File: config.mk
export PLATFORM = sky130hd
export DESIGN_NAME = quadrant_key_point_select_unit
export DESIGN_NICKNAME = d
export VERILOG_FILES = /design/src/rtl/core/qkps_pkg.sv /design/src/rtl/core/quadrant_key_point_select_unit.sv /design/src/rtl/core/qkps_req_reg.sv /design/src/rtl/core/qkps_slot_bank.sv
export SDC_FILE = /design/constraint.sdc
export NUM_CORES = 2
export LEC_CHECK = 0
export ABC_AREA = 1
export BUFFER_PORTS_ARGS = -buffer_cell sky130_fd_sc_hd__buf_2
export CAP_MARGIN = 10
export CORE_MARGIN = 4
export CORE_UTILIZATION = 40
export CTS_BUF_LIST = sky130_fd_sc_hd__clkbuf_4
export CTS_CLUSTER_DIAMETER = 50
export DETAILED_ROUTE_END_ITERATION = 10
export HOLD_SLACK_MARGIN = 0.12
export PLACE_DENSITY_LB_ADDON = 0.25
export SLEW_MARGIN = 20
export SYNTH_ARGS = -nofsm -noshare
export SYNTH_HDL_FRONTEND = slang
export SYNTH_HIERARCHICAL = 1
export SYNTH_SLANG_ARGS = --single-unit
File: constraint.sdc
create_clock -name clock -period 18.9 [get_ports clock]
set_clock_uncertainty 0.2 [all_clocks]
set_input_delay 1.89 -clock clock [delete_from_list [all_inputs] [get_ports clock]]
set_output_delay 1.89 -clock clock [all_outputs]
set_load 0.005 [all_outputs]
File: src/rtl/core/qkps_pkg.sv
`timescale 1ns / 1ps

package qkps_pkg;

   // Slot count and default widths
   localparam int NUM_SLOTS      = 5;
   localparam int SLOT_IDX_BITS  = $clog2(NUM_SLOTS);
   localparam int ID_BITS_DEF    = 16;
   localparam int COORD_BITS_DEF = 16;
   localparam int OUT_ID_BITS    = 16;
   localparam int MASK_BITS      = NUM_SLOTS;

   // Centre registers: whole pixels, widened to Q12.4 by the fraction bits
   localparam int CENTER_BITS   = 12;
   localparam int FRAC_BITS     = 4;
   localparam int CENTER_Q_BITS = CENTER_BITS + FRAC_BITS;
   localparam logic [CENTER_BITS-1:0] CENTER_X_RESET = 12'd320;
   localparam logic [CENTER_BITS-1:0] CENTER_Y_RESET = 12'd240;

   // Configuration register indexes
   localparam int CSR_INDEX_BITS = 1;
   localparam logic [CSR_INDEX_BITS-1:0] CSR_CENTER_X = 1'd0;
   localparam logic [CSR_INDEX_BITS-1:0] CSR_CENTER_Y = 1'd1;

   // Command codes
   localparam int FUNC_BITS = 2;
   localparam logic [FUNC_BITS-1:0] FUNC_OFFER = 2'd0;
   localparam logic [FUNC_BITS-1:0] FUNC_DROP  = 2'd1;
   localparam logic [FUNC_BITS-1:0] FUNC_CLEAR = 2'd2;

   // Slot indexes
   localparam logic [SLOT_IDX_BITS-1:0] SLOT_CENTER = 3'd0;
   localparam logic [SLOT_IDX_BITS-1:0] SLOT_PP     = 3'd1;
   localparam logic [SLOT_IDX_BITS-1:0] SLOT_PN     = 3'd2;
   localparam logic [SLOT_IDX_BITS-1:0] SLOT_NP     = 3'd3;
   localparam logic [SLOT_IDX_BITS-1:0] SLOT_NN     = 3'd4;

   // Handshake between the request register and the slot bank
   typedef struct packed {
      logic valid;
   } stage_ctl_type;

endpackage

File: src/rtl/core/quadrant_key_point_select_unit.sv
`timescale 1ns / 1ps
// A result goes through the request register, then the slot update into the slot registers,
// which drive the result ports; a stall on the result side holds the item between them.
// Throughput: one item per cycle while the result side does not stall; set by the compare
// and update of the five slot registers, each item seeing the slots left by the one before it.
// Reset (synchronous, active high): all slots empty, centre at 320 x 240 pixels.
module quadrant_key_point_select_unit
   import qkps_pkg::*;
#(
   parameter int ID_BITS    = ID_BITS_DEF,
   parameter int COORD_BITS = COORD_BITS_DEF
) (
   input  logic                      clock,
   input  logic                      reset,
   input  logic                      csr_wen,
   input  logic [CSR_INDEX_BITS-1:0] csr_index,
   input  logic [CENTER_BITS-1:0]    csr_wdata,
   input  logic                      req_valid,
   output logic                      req_stall,
   input  logic [FUNC_BITS-1:0]      req_func,
   input  logic [ID_BITS-1:0]        req_feature_id,
   input  logic [COORD_BITS-1:0]     req_x_pos,
   input  logic [COORD_BITS-1:0]     req_y_pos,
   input  logic                      req_has_point,
   output logic                      rsp_valid,
   input  logic                      rsp_stall,
   output logic [OUT_ID_BITS-1:0]    rsp_center_slot_id,
   output logic [OUT_ID_BITS-1:0]    rsp_quad_pp_id,
   output logic [OUT_ID_BITS-1:0]    rsp_quad_pn_id,
   output logic [OUT_ID_BITS-1:0]    rsp_quad_np_id,
   output logic [OUT_ID_BITS-1:0]    rsp_quad_nn_id,
   output logic [MASK_BITS-1:0]      rsp_valid_mask
);

   logic [CENTER_BITS-1:0] center_x_ff;
   logic [CENTER_BITS-1:0] center_y_ff;
   stage_ctl_type          stage_ctl;
   logic                   stage_take;
   logic [FUNC_BITS-1:0]   item_func;
   logic [ID_BITS-1:0]     item_id;
   logic [COORD_BITS-1:0]  item_x;
   logic [COORD_BITS-1:0]  item_y;
   logic                   item_has_point;

   // Centre registers
   always_ff @(posedge clock) begin
      if (reset) begin
         center_x_ff <= CENTER_X_RESET;
         center_y_ff <= CENTER_Y_RESET;
      end else if (csr_wen) begin
         case (csr_index)
            CSR_CENTER_X: center_x_ff <= csr_wdata;
            CSR_CENTER_Y: center_y_ff <= csr_wdata;
            default:      center_x_ff <= center_x_ff;
         endcase
      end
   end

   qkps_req_reg #(
      .ID_BITS    (ID_BITS),
      .COORD_BITS (COORD_BITS)
   ) u_req_reg (
      .clock          (clock),
      .reset          (reset),
      .req_valid      (req_valid),
      .req_stall      (req_stall),
      .req_func       (req_func),
      .req_feature_id (req_feature_id),
      .req_x_pos      (req_x_pos),
      .req_y_pos      (req_y_pos),
      .req_has_point  (req_has_point),
      .stage_take     (stage_take),
      .stage_ctl      (stage_ctl),
      .item_func      (item_func),
      .item_id        (item_id),
      .item_x         (item_x),
      .item_y         (item_y),
      .item_has_point (item_has_point)
   );

   qkps_slot_bank #(
      .ID_BITS    (ID_BITS),
      .COORD_BITS (COORD_BITS)
   ) u_slot_bank (
      .clock              (clock),
      .reset              (reset),
      .stage_ctl          (stage_ctl),
      .stage_take         (stage_take),
      .item_func          (item_func),
      .item_id            (item_id),
      .item_x             (item_x),
      .item_y             (item_y),
      .item_has_point     (item_has_point),
      .center_x           (center_x_ff),
      .center_y           (center_y_ff),
      .rsp_valid          (rsp_valid),
      .rsp_stall          (rsp_stall),
      .rsp_center_slot_id (rsp_center_slot_id),
      .rsp_quad_pp_id     (rsp_quad_pp_id),
      .rsp_quad_pn_id     (rsp_quad_pn_id),
      .rsp_quad_np_id     (rsp_quad_np_id),
      .rsp_quad_nn_id     (rsp_quad_nn_id),
      .rsp_valid_mask     (rsp_valid_mask)
   );

endmodule

File: src/rtl/core/qkps_req_reg.sv
`timescale 1ns / 1ps

module qkps_req_reg
   import qkps_pkg::*;
#(
   parameter int ID_BITS    = ID_BITS_DEF,
   parameter int COORD_BITS = COORD_BITS_DEF
) (
   input  logic                  clock,
   input  logic                  reset,
   input  logic                  req_valid,
   output logic                  req_stall,
   input  logic [FUNC_BITS-1:0]  req_func,
   input  logic [ID_BITS-1:0]    req_feature_id,
   input  logic [COORD_BITS-1:0] req_x_pos,
   input  logic [COORD_BITS-1:0] req_y_pos,
   input  logic                  req_has_point,
   input  logic                  stage_take,
   output stage_ctl_type         stage_ctl,
   output logic [FUNC_BITS-1:0]  item_func,
   output logic [ID_BITS-1:0]    item_id,
   output logic [COORD_BITS-1:0] item_x,
   output logic [COORD_BITS-1:0] item_y,
   output logic                  item_has_point
);

   logic                  valid_ff;
   logic                  valid_in;
   logic                  load;
   logic [FUNC_BITS-1:0]  func_ff;
   logic [ID_BITS-1:0]    id_ff;
   logic [COORD_BITS-1:0] x_ff;
   logic [COORD_BITS-1:0] y_ff;
   logic                  has_point_ff;

   // Stall only while the held item cannot move on
   assign req_stall = valid_ff & ~stage_take;
   assign load      = req_valid & ~req_stall;

   // Hold the item until the slot bank takes it
   always_comb begin
      valid_in = valid_ff;
      if (stage_take) begin
         valid_in = 1'b0;
      end
      if (load) begin
         valid_in = 1'b1;
      end
   end

   always_ff @(posedge clock) begin
      if (reset) begin
         valid_ff <= 1'b0;
      end else begin
         valid_ff <= valid_in;
      end
   end

   // Capture payload on each input transfer
   always_ff @(posedge clock) begin
      if (load) begin
         func_ff      <= req_func;
         id_ff        <= req_feature_id;
         x_ff         <= req_x_pos;
         y_ff         <= req_y_pos;
         has_point_ff <= req_has_point;
      end
   end

   assign stage_ctl.valid = valid_ff;
   assign item_func       = func_ff;
   assign item_id         = id_ff;
   assign item_x          = x_ff;
   assign item_y          = y_ff;
   assign item_has_point  = has_point_ff;

endmodule

File: src/rtl/core/qkps_slot_bank.sv
`timescale 1ns / 1ps

module qkps_slot_bank
   import qkps_pkg::*;
#(
   parameter int ID_BITS    = ID_BITS_DEF,
   parameter int COORD_BITS = COORD_BITS_DEF
) (
   input  logic                   clock,
   input  logic                   reset,
   input  stage_ctl_type          stage_ctl,
   output logic                   stage_take,
   input  logic [FUNC_BITS-1:0]   item_func,
   input  logic [ID_BITS-1:0]     item_id,
   input  logic [COORD_BITS-1:0]  item_x,
   input  logic [COORD_BITS-1:0]  item_y,
   input  logic                   item_has_point,
   input  logic [CENTER_BITS-1:0] center_x,
   input  logic [CENTER_BITS-1:0] center_y,
   output logic                   rsp_valid,
   input  logic                   rsp_stall,
   output logic [OUT_ID_BITS-1:0] rsp_center_slot_id,
   output logic [OUT_ID_BITS-1:0] rsp_quad_pp_id,
   output logic [OUT_ID_BITS-1:0] rsp_quad_pn_id,
   output logic [OUT_ID_BITS-1:0] rsp_quad_np_id,
   output logic [OUT_ID_BITS-1:0] rsp_quad_nn_id,
   output logic [MASK_BITS-1:0]   rsp_valid_mask
);

   localparam int CW     = (COORD_BITS > CENTER_Q_BITS) ? COORD_BITS : CENTER_Q_BITS;
   localparam int ID_EXT = (ID_BITS > OUT_ID_BITS) ? ID_BITS : OUT_ID_BITS;

   logic                  rsp_valid_ff;
   logic                  rsp_valid_in;
   logic [ID_BITS-1:0]    slot_id_ff [NUM_SLOTS];
   logic [ID_BITS-1:0]    slot_id_in [NUM_SLOTS];
   logic [COORD_BITS-1:0] slot_x_ff  [NUM_SLOTS];
   logic [COORD_BITS-1:0] slot_x_in  [NUM_SLOTS];
   logic [COORD_BITS-1:0] slot_y_ff  [NUM_SLOTS];
   logic [COORD_BITS-1:0] slot_y_in  [NUM_SLOTS];
   logic [NUM_SLOTS-1:0]  slot_occ_ff;
   logic [NUM_SLOTS-1:0]  slot_occ_in;

   logic [CW-1:0]         cx;
   logic [CW-1:0]         cy;
   logic [CW-1:0]         new_x;
   logic [CW-1:0]         new_y;
   logic [CW-1:0]         new_dx;
   logic [CW-1:0]         new_dy;
   logic [CW-1:0]         new_cheb;
   logic [CW-1:0]         ctr_x;
   logic [CW-1:0]         ctr_y;
   logic [CW-1:0]         ctr_dx;
   logic [CW-1:0]         ctr_dy;
   logic [CW-1:0]         ctr_cheb;
   logic                  x_right;
   logic                  y_below;
   logic [SLOT_IDX_BITS-1:0] quad;
   logic [CW-1:0]         qs_x;
   logic [CW-1:0]         qs_y;
   logic [CW-1:0]         qs_dx;
   logic [CW-1:0]         qs_dy;
   logic [2*CW-1:0]       new_area;
   logic [2*CW-1:0]       qs_area;
   logic                  offer;
   logic                  take_center;
   logic                  take_quad;

   // Move the held item on when the result side is free
   assign stage_take = stage_ctl.valid & (~rsp_valid_ff | ~rsp_stall);

   // Centre in Q12.4 and both distances of the new feature
   assign cx    = CW'({center_x, {FRAC_BITS{1'b0}}});
   assign cy    = CW'({center_y, {FRAC_BITS{1'b0}}});
   assign new_x = CW'(item_x);
   assign new_y = CW'(item_y);
   assign x_right  = new_x >= cx;
   assign y_below  = new_y >= cy;
   assign new_dx   = x_right ? (new_x - cx) : (cx - new_x);
   assign new_dy   = y_below ? (new_y - cy) : (cy - new_y);
   assign new_cheb = (new_dx > new_dy) ? new_dx : new_dy;

   // Chebyshev distance of the feature held in the centre slot
   assign ctr_x    = CW'(slot_x_ff[SLOT_CENTER]);
   assign ctr_y    = CW'(slot_y_ff[SLOT_CENTER]);
   assign ctr_dx   = (ctr_x >= cx) ? (ctr_x - cx) : (cx - ctr_x);
   assign ctr_dy   = (ctr_y >= cy) ? (ctr_y - cy) : (cy - ctr_y);
   assign ctr_cheb = (ctr_dx > ctr_dy) ? ctr_dx : ctr_dy;

   // Pick the quadrant slot of the new feature
   always_comb begin
      case ({x_right, y_below})
         2'b11:   quad = SLOT_PP;
         2'b10:   quad = SLOT_PN;
         2'b01:   quad = SLOT_NP;
         default: quad = SLOT_NN;
      endcase
   end

   // Area of the new feature and of the one held in its quadrant slot
   assign qs_x     = CW'(slot_x_ff[quad]);
   assign qs_y     = CW'(slot_y_ff[quad]);
   assign qs_dx    = (qs_x >= cx) ? (qs_x - cx) : (cx - qs_x);
   assign qs_dy    = (qs_y >= cy) ? (qs_y - cy) : (cy - qs_y);
   assign new_area = new_dx * new_dy;
   assign qs_area  = qs_dx * qs_dy;

   assign offer       = (item_func == FUNC_OFFER) & item_has_point;
   assign take_center = offer & (~slot_occ_ff[SLOT_CENTER] | (new_cheb < ctr_cheb));
   assign take_quad   = offer & (~slot_occ_ff[quad] | (new_area > qs_area));

   // Work out the slot contents after this command
   always_comb begin
      for (int k = 0; k < NUM_SLOTS; k++) begin
         slot_id_in[k] = slot_id_ff[k];
         slot_x_in[k]  = slot_x_ff[k];
         slot_y_in[k]  = slot_y_ff[k];
      end
      slot_occ_in = slot_occ_ff;
      case (item_func)
         FUNC_OFFER: begin
            for (int k = 0; k < NUM_SLOTS; k++) begin
               if ((k == int'(SLOT_CENTER) && take_center) ||
                   (k == int'(quad) && take_quad)) begin
                  slot_id_in[k]  = item_id;
                  slot_x_in[k]   = item_x;
                  slot_y_in[k]   = item_y;
                  slot_occ_in[k] = 1'b1;
               end
            end
         end
         FUNC_DROP: begin
            for (int k = 0; k < NUM_SLOTS; k++) begin
               if (slot_occ_ff[k] && slot_id_ff[k] == item_id) begin
                  slot_occ_in[k] = 1'b0;
               end
            end
         end
         FUNC_CLEAR: begin
            slot_occ_in = '0;
         end
         default: begin
            slot_occ_in = slot_occ_ff;
         end
      endcase
   end

   // Result valid: set on each step, drop on the output transfer
   always_comb begin
      rsp_valid_in = rsp_valid_ff;
      if (rsp_valid_ff && !rsp_stall) begin
         rsp_valid_in = 1'b0;
      end
      if (stage_take) begin
         rsp_valid_in = 1'b1;
      end
   end

   always_ff @(posedge clock) begin
      if (reset) begin
         rsp_valid_ff <= 1'b0;
         slot_occ_ff  <= '0;
      end else begin
         rsp_valid_ff <= rsp_valid_in;
         if (stage_take) begin
            slot_occ_ff <= slot_occ_in;
         end
      end
   end

   // Slot payload advances with the step
   always_ff @(posedge clock) begin
      if (stage_take) begin
         for (int k = 0; k < NUM_SLOTS; k++) begin
            slot_id_ff[k] <= slot_id_in[k];
            slot_x_ff[k]  <= slot_x_in[k];
            slot_y_ff[k]  <= slot_y_in[k];
         end
      end
   end

   // The slots themselves serve as the result register; empty slots read zero
   function automatic logic [OUT_ID_BITS-1:0] out_id(input logic [ID_BITS-1:0] id,
                                                     input logic occ);
      logic [ID_EXT-1:0] wide;
      wide = ID_EXT'(id);
      return occ ? wide[OUT_ID_BITS-1:0] : '0;
   endfunction

   assign rsp_valid          = rsp_valid_ff;
   assign rsp_center_slot_id = out_id(slot_id_ff[SLOT_CENTER], slot_occ_ff[SLOT_CENTER]);
   assign rsp_quad_pp_id     = out_id(slot_id_ff[SLOT_PP], slot_occ_ff[SLOT_PP]);
   assign rsp_quad_pn_id     = out_id(slot_id_ff[SLOT_PN], slot_occ_ff[SLOT_PN]);
   assign rsp_quad_np_id     = out_id(slot_id_ff[SLOT_NP], slot_occ_ff[SLOT_NP]);
   assign rsp_quad_nn_id     = out_id(slot_id_ff[SLOT_NN], slot_occ_ff[SLOT_NN]);
   assign rsp_valid_mask     = slot_occ_ff;

   // Clear-all empties every slot
   a_clear_empties: assert property (@(posedge clock) disable iff (reset)
      (stage_take && item_func == FUNC_CLEAR) |=> (slot_occ_ff == '0))
      else $error("slots still occupied after clear");

   // After an offer with a point the centre slot and at least one quadrant slot are occupied
   a_offer_fills: assert property (@(posedge clock) disable iff (reset)
      (stage_take && offer) |=> (slot_occ_ff[SLOT_CENTER] && slot_occ_ff[NUM_SLOTS-1:1] != '0))
      else $error("offer left centre or quadrants empty");

   // Slots fill only through an offer
   a_fill_only_on_offer: assert property (@(posedge clock) disable iff (reset)
      !(stage_take && offer) |=> ((slot_occ_ff & ~$past(slot_occ_ff)) == '0))
      else $error("slot filled without an offer");

   // Slot occupancy changes only on a step, so it holds while the result waits
   a_hold_while_stalled: assert property (@(posedge clock) disable iff (reset)
      !stage_take |=> $stable(slot_occ_ff))
      else $error("slot state changed without a step");

endmodule
After elaboration in Yosys (flattened, before gate mapping). Memory sizes are Yosys's and may differ from the RTL's. Index checks and enable logic that the tools add are counted. Widths: inputs -> output; s select.

Add/subtract/negate cells: 12. $mul: 2. $lt $le $gt $ge: 11. Eq/ne operators: 34. Multiplexer cells: 69. Bitwise logic cells: 16. Reductions and logical operators: 36.

Operator list (number): $mux 16 (34); $mux 80 (3); $sub 16x16->16 (12); $ge 16x16->1 (6); $reduce_or 16->1 (6); $eq 16x16->1 (5); $mul 16x16->32 (2); $gt 16x16->1 (2); $gt 32x32->1 (1); $mux 1 (23); $ne 2x2->1 const B (10); $reduce_and 4->1 (5); $mux 3 (6); $lt 16x16->1 (1); $pmux 5 s3 (1); $reduce_and 3->1 (5); $logic_and 1x1->1 (11); $ne 2x1->1 const B (5); $eq 3x3->1 const A (3); $pmux 3 s3 (1); $not 1->1 (7); $and 1x1->1 (6); $eq 2x2->1 const B (3); $ne 1x1->1 const B (5); other kinds (12) (17).

Register bits: 82. Memory bits (writable): 240. Bits of input ports: 69. Logic and storage cells: 197. Memories: 3.

Memories: u_slot_bank.slot_id_ff (depth 5, width 16, rd ports 5, clocked after Yosys merged registers in 0, wr ports 5, line qkps_slot_bank.sv:35) `logic [ID_BITS-1:0] slot_id_ff [NUM_SLOTS];`; u_slot_bank.slot_x_ff (depth 5, width 16, rd ports 2, clocked after Yosys merged registers in 0, wr ports 2, line qkps_slot_bank.sv:37) `logic [COORD_BITS-1:0] slot_x_ff [NUM_SLOTS];`; u_slot_bank.slot_y_ff (depth 5, width 16, rd ports 2, clocked after Yosys merged registers in 0, wr ports 2, line qkps_slot_bank.sv:39) `logic [COORD_BITS-1:0] slot_y_ff [NUM_SLOTS];`.

Depth between registers and ports, before layout. An unclocked memory read counts as a cell.

Depth after elaboration: 17. Gate-level depth with buffers: 72.

Hierarchy. Netlist, hierarchy kept.

Modules (own cells, without submodules): qkps_slot_bank (instances 1, cells each 4563, area an instance 36775.3 sq um, seq. area each 7327.0 sq um); qkps_req_reg (instances 1, cells each 58, area an instance 1577.8 sq um, seq. area each 1551.5 sq um); quadrant_key_point_select_unit (instances 1, cells each 129, area an instance 933.4 sq um, seq. area each 480.5 sq um).

Worst setup path after synthesis. Ideal clock, no wire load.

Kind: register -> register. From: register u_req_reg/item_y[4] (netlist name). To: memory u_slot_bank/slot_id_ff[0][0] (netlist bit) (enable). Data arrival time: 14.277 ns. Data required time: 18.231 ns. Slack: 3.954 ns. Cell stages (with the launch flop): 61. Path buffers: 8. Period minus slack after synthesis: 14.946 ns. Cells stage by stage: edfxtp_1 > inv_1 > ha_1 > inv_1 > fa_1 > nand3_1 > nand2_1 > nand3_1 > nand3_2 > buf_4 > buf_4 > clkbuf_1 > clkbuf_1 > ha_1 > clkbuf_1 > clkbuf_1 > buf_1 > o21ai_0 > [25 not listed] > nand2_1 > a21boi_0 > o21ai_0 > a21oi_1 > o21ai_0 > a21boi_0 > o21ai_0 > xnor2_1 > ha_1 > nand3_1 > or3_1 > nor4_1 > nand2_1 > nand2_1 > nand2_1 > nand2_1 > nand4_1 > a21oi_1.

RTL lines (line): end, declared (qkps_slot_bank.sv:35).

==> results.py <==
metrics = {
    "status": {
        "run_status": "completed",
    },
    "timing": {
        "setup-tns-final_ns": 0,
        "final-max-slew-violation-count": 0,
        "finalCriticalPeriod_ns": 16.51,
        "setup_repair_after_global_routing_missed_its_margin": "no",
        "report.final.hold_viol_count": 0,
        "final.period_utilization_pct": 87.4,
        "max_freq_mhz": 60.6,
        "worst_slew_pin_slew_ns": 1.05,
        "relSlewSlack_pct": 29.9,
        "setup_violations": 0,
    },
    "clock_network": {
        "post-cts-setup-buffer-count": 0,
        "post_cts_resize_count": 0,
        "cts_hold_buffers": 0,
        "cts-root-to-sink-buffers": 3,
        "cts_num_sinks": 322,
        "clock_latency_ns": 0.84,
        "cts.htree.levels": 3,
        "cts_root_buf": "sky130_fd_sc_hd__clkbuf_4",
        "clk_transition_reported_paths_ns": 0.06,
        "tritoncts": "yes",
        "tritoncts.num_buffers": 87,
    },
    "drt": {
        "drt-vias-per-instance": 5.16,
        "ant_nets": 0,
        "remaining_drc_errors": 0,
        "post_dr_wirelength_cell_um": 20.0,
        "route.final.wire_length_um": 125000,
        "detailroute.via_count": 32200,
        "detailedRoute.firstPassIterationCount": 7,
        "drt_first_iter_violations": 2227,
    },
    "synth": {
        "syn-mean-instance-area_um2": 8.27,
        "synth_fp_nets": 5668,
        "synth_ff_type": "sky130_fd_sc_hd__edfxtp_1",
        "synth.largest_area_cell": "sky130_fd_sc_hd__edfxtp_1",
        "cells_after_synthesis": 4750,
        "yosys.cell_types.count": 66,
        "synthArstFlopShare_pct": 0,
        "synth_largest_type_area_fraction_pct": 22.2,
        "synth.yosys.seq_area_share_pct": 23.8,
        "synth_edf_count": 291,
        "yosys_warnings": 6,
        "synth-seq-cells": 322,
        "synth.cell_area_mm2": 0.0393,
        "synth.top_cells.by_area": "sky130_fd_sc_hd__edfxtp_1, sky130_fd_sc_hd__fa_1, sky130_fd_sc_hd__ha_1",
    },
    "grt": {
        "initial_antenna_violation_count": 17,
        "maximum_number_of_pins_on_one_net_before_global_route_repair": 65,
        "grt_pass1_wl_um": 192000,
        "grt_overflow_total": 0,
        "first_global_vias": 32800,
        "grt_use_total_pct": 24.1,
    },
    "worst_hold_path": {
        "worst_hold_class": "reg2reg",
    },
    "layout": {
        "fin_util_pct": 43.8,
        "areaGrowthSynthToFinish_pct": 8.24,
        "non_filler_cells_in_the_finished_layout": 6246,
        "drive_above_1_share_pct": 8.82,
        "nNetsFinal": 5819,
    },
    "floorplan": {
        "die_width_um": 321,
        "initial_core_util_pct": 40.5,
        "core_area_mm2": 0.0970,
        "std_cell_rows": 114,
        "io_pins": 156,
        "fp.dieH_um": 321,
        "fp.dieArea_mm2": 0.103,
    },
    "run": {
        "maxCapViolCount": 0,
    },
    "placement": {
        "dp.cells": 6088,
        "routabilityCongestion": 0.935,
        "port_buffers": 155,
        "place.detailed.hpwl_um": 101000,
    },
    "setup_path": {
        "critical_setup_path_class": "reg2reg",
        "path_common_cell": "sky130_fd_sc_hd__nand2_1",
        "worst_ep_arrival_time_ns": 16.73,
        "critical_path.max_fanout": 35,
        "slowest_stage": "sky130_fd_sc_hd__a21oi_4",
        "startpoint_type": "register",
        "critPathRequiredTime_ns": 19.12,
        "critical_path.endpoint_type": "register",
        "critical-path-max-stage-delay_ns": 0.88,
    },
}
==> logic make-up (layout without fill, tap and decap cells) <==
logic type	count (synthesis)	after routing	synth area share [%]
adders and majority gates	849	849	34.6
muxes	9	9	0.229
AOI/OAI and AO/OA	669	669	9.77
other	0	6	0
DFF	322	322	23.8
and+or+nand+nor	1608	1608	16.5
buffers and inverters	1100	1314	10.8
xor gates and xnor gates	193	193	4.34
==> layout by cell type (no fill, tap or decap), types with 123 or more instances in the layout <==
master / n
sky130_fd_sc_hd__a21oi_1: 260
sky130_fd_sc_hd__buf_2: 155
sky130_fd_sc_hd__clkbuf_4: 123
sky130_fd_sc_hd__edfxtp_1: 291
sky130_fd_sc_hd__fa_1: 394
sky130_fd_sc_hd__ha_1: 454
sky130_fd_sc_hd__inv_1: 933
sky130_fd_sc_hd__nand2_1: 978
sky130_fd_sc_hd__nor2_1: 394
sky130_fd_sc_hd__o21ai_0: 229
==> synth_stat cells, types with 4 or more instances <==
cell type                   number
sky130_fd_sc_hd__nand2_1       978
sky130_fd_sc_hd__inv_1         934
sky130_fd_sc_hd__ha_1          455
sky130_fd_sc_hd__nor2_1        399
sky130_fd_sc_hd__fa_1          394
sky130_fd_sc_hd__edfxtp_1      291
sky130_fd_sc_hd__a21oi_1       261
sky130_fd_sc_hd__o21ai_0       230
sky130_fd_sc_hd__xor2_1        120
sky130_fd_sc_hd__nand3_1       114
sky130_fd_sc_hd__clkbuf_1       71
sky130_fd_sc_hd__xnor2_1        71
sky130_fd_sc_hd__dfxtp_1        31
sky130_fd_sc_hd__inv_2          28
sky130_fd_sc_hd__nor3_1         25
sky130_fd_sc_hd__nand4_1        24
sky130_fd_sc_hd__buf_1          23
sky130_fd_sc_hd__o21ai_1        23
sky130_fd_sc_hd__buf_2          21
sky130_fd_sc_hd__nand2_2        18
sky130_fd_sc_hd__o22ai_1        18
sky130_fd_sc_hd__a211oi_1       17
sky130_fd_sc_hd__nor4_1         15
sky130_fd_sc_hd__nor2_2         12
sky130_fd_sc_hd__o211ai_1       12
sky130_fd_sc_hd__a21o_1         11
sky130_fd_sc_hd__a31oi_1        11
sky130_fd_sc_hd__a21boi_0       10
sky130_fd_sc_hd__or2_2          10
sky130_fd_sc_hd__a221oi_1        9
sky130_fd_sc_hd__buf_4           9
sky130_fd_sc_hd__mux2i_1         9
sky130_fd_sc_hd__o21bai_1        9
sky130_fd_sc_hd__buf_6           7
sky130_fd_sc_hd__clkinv_1        7
sky130_fd_sc_hd__o21ai_2         6
sky130_fd_sc_hd__o221ai_1        6
sky130_fd_sc_hd__a221o_1         5
sky130_fd_sc_hd__nand3b_1        4
sky130_fd_sc_hd__o2111ai_1       4
sky130_fd_sc_hd__o21a_1          4
==> through the flow <==
stage               setup slack [ns]  hold slack, ns  cell area (µm²)
detailed placement              2.63           0.276            41400
global placement                2.76           0.263            41400
finish                          2.39           0.286            42500
floorplan                       3.95           0.250            39300
CTS                             2.51           0.289            42500
global route                    1.18           0.300            42500
==> cell type report <==
class | instances | area [µm²]
Fill cell | 9889 | 54500
Multi-Input combinational cell | 3328 | 25700
Sequential cell | 322 | 9360
Inverter | 969 | 3640
Tap cell | 1276 | 1600
Timing Repair Buffer | 193 | 1080
Clock buffer | 123 | 923
Clock inverter | 29 | 168
Antenna cell | 6 | 15.0
==> worst paths after layout <==
check	start	to	slack, ns	cells past startpoint
worst max-delay path	center_x_ff[1]$_SDFFE_PP0P_	u_slot_bank/slot_y_ff[0][0]$_DFFE_PP_	2.39	55
worst min register to register	u_req_reg/item_x[4]$_DFFE_PP_	u_slot_bank/slot_x_ff[0][4]$_DFFE_PP_	0.29	0
worst min-delay path	u_req_reg/item_x[4]$_DFFE_PP_	u_slot_bank/slot_x_ff[0][4]$_DFFE_PP_	0.29	0
worst max register to register	center_x_ff[1]$_SDFFE_PP0P_	u_slot_bank/slot_y_ff[0][0]$_DFFE_PP_	2.39	55
==> worst max-delay path: cells and delay by family, from the launching register on <==
family	cells	cell delay, ns
adder cells (fa/ha/maj)	11	4.79
AO/OA/AOI/OAI	14	4.64
buffers and inverters	12	2.95
AND/OR/NAND/NOR	18	2.91
flip-flops	1	0.55
==> state kept, by name, indices dropped and copies added (netlist names), 12 cells and up <==
register and count:
u_slot_bank/slot_y_ff 80, center_y_ff 12, u_req_reg/item_id 16, u_slot_bank/slot_x_ff 80, u_req_reg/item_x 16, center_x_ff 12, u_slot_bank/slot_id_ff 80, u_req_reg/item_y 16
==> routing by layer <==
layer  track usage [%]  part of all wire, %  vias to the layer above
met5                 0                0.070                        -
met4              8.10                  3.5                       14
met3              3.05                  6.0                      217
met2              40.9                   47                     1102
met1              32.0                   43                    15600
li1                  -                    -                    15300
Power is left out: the tool's default activity adds up to more than one toggle a clock period on the data nets, which glitch-free logic cannot reach.
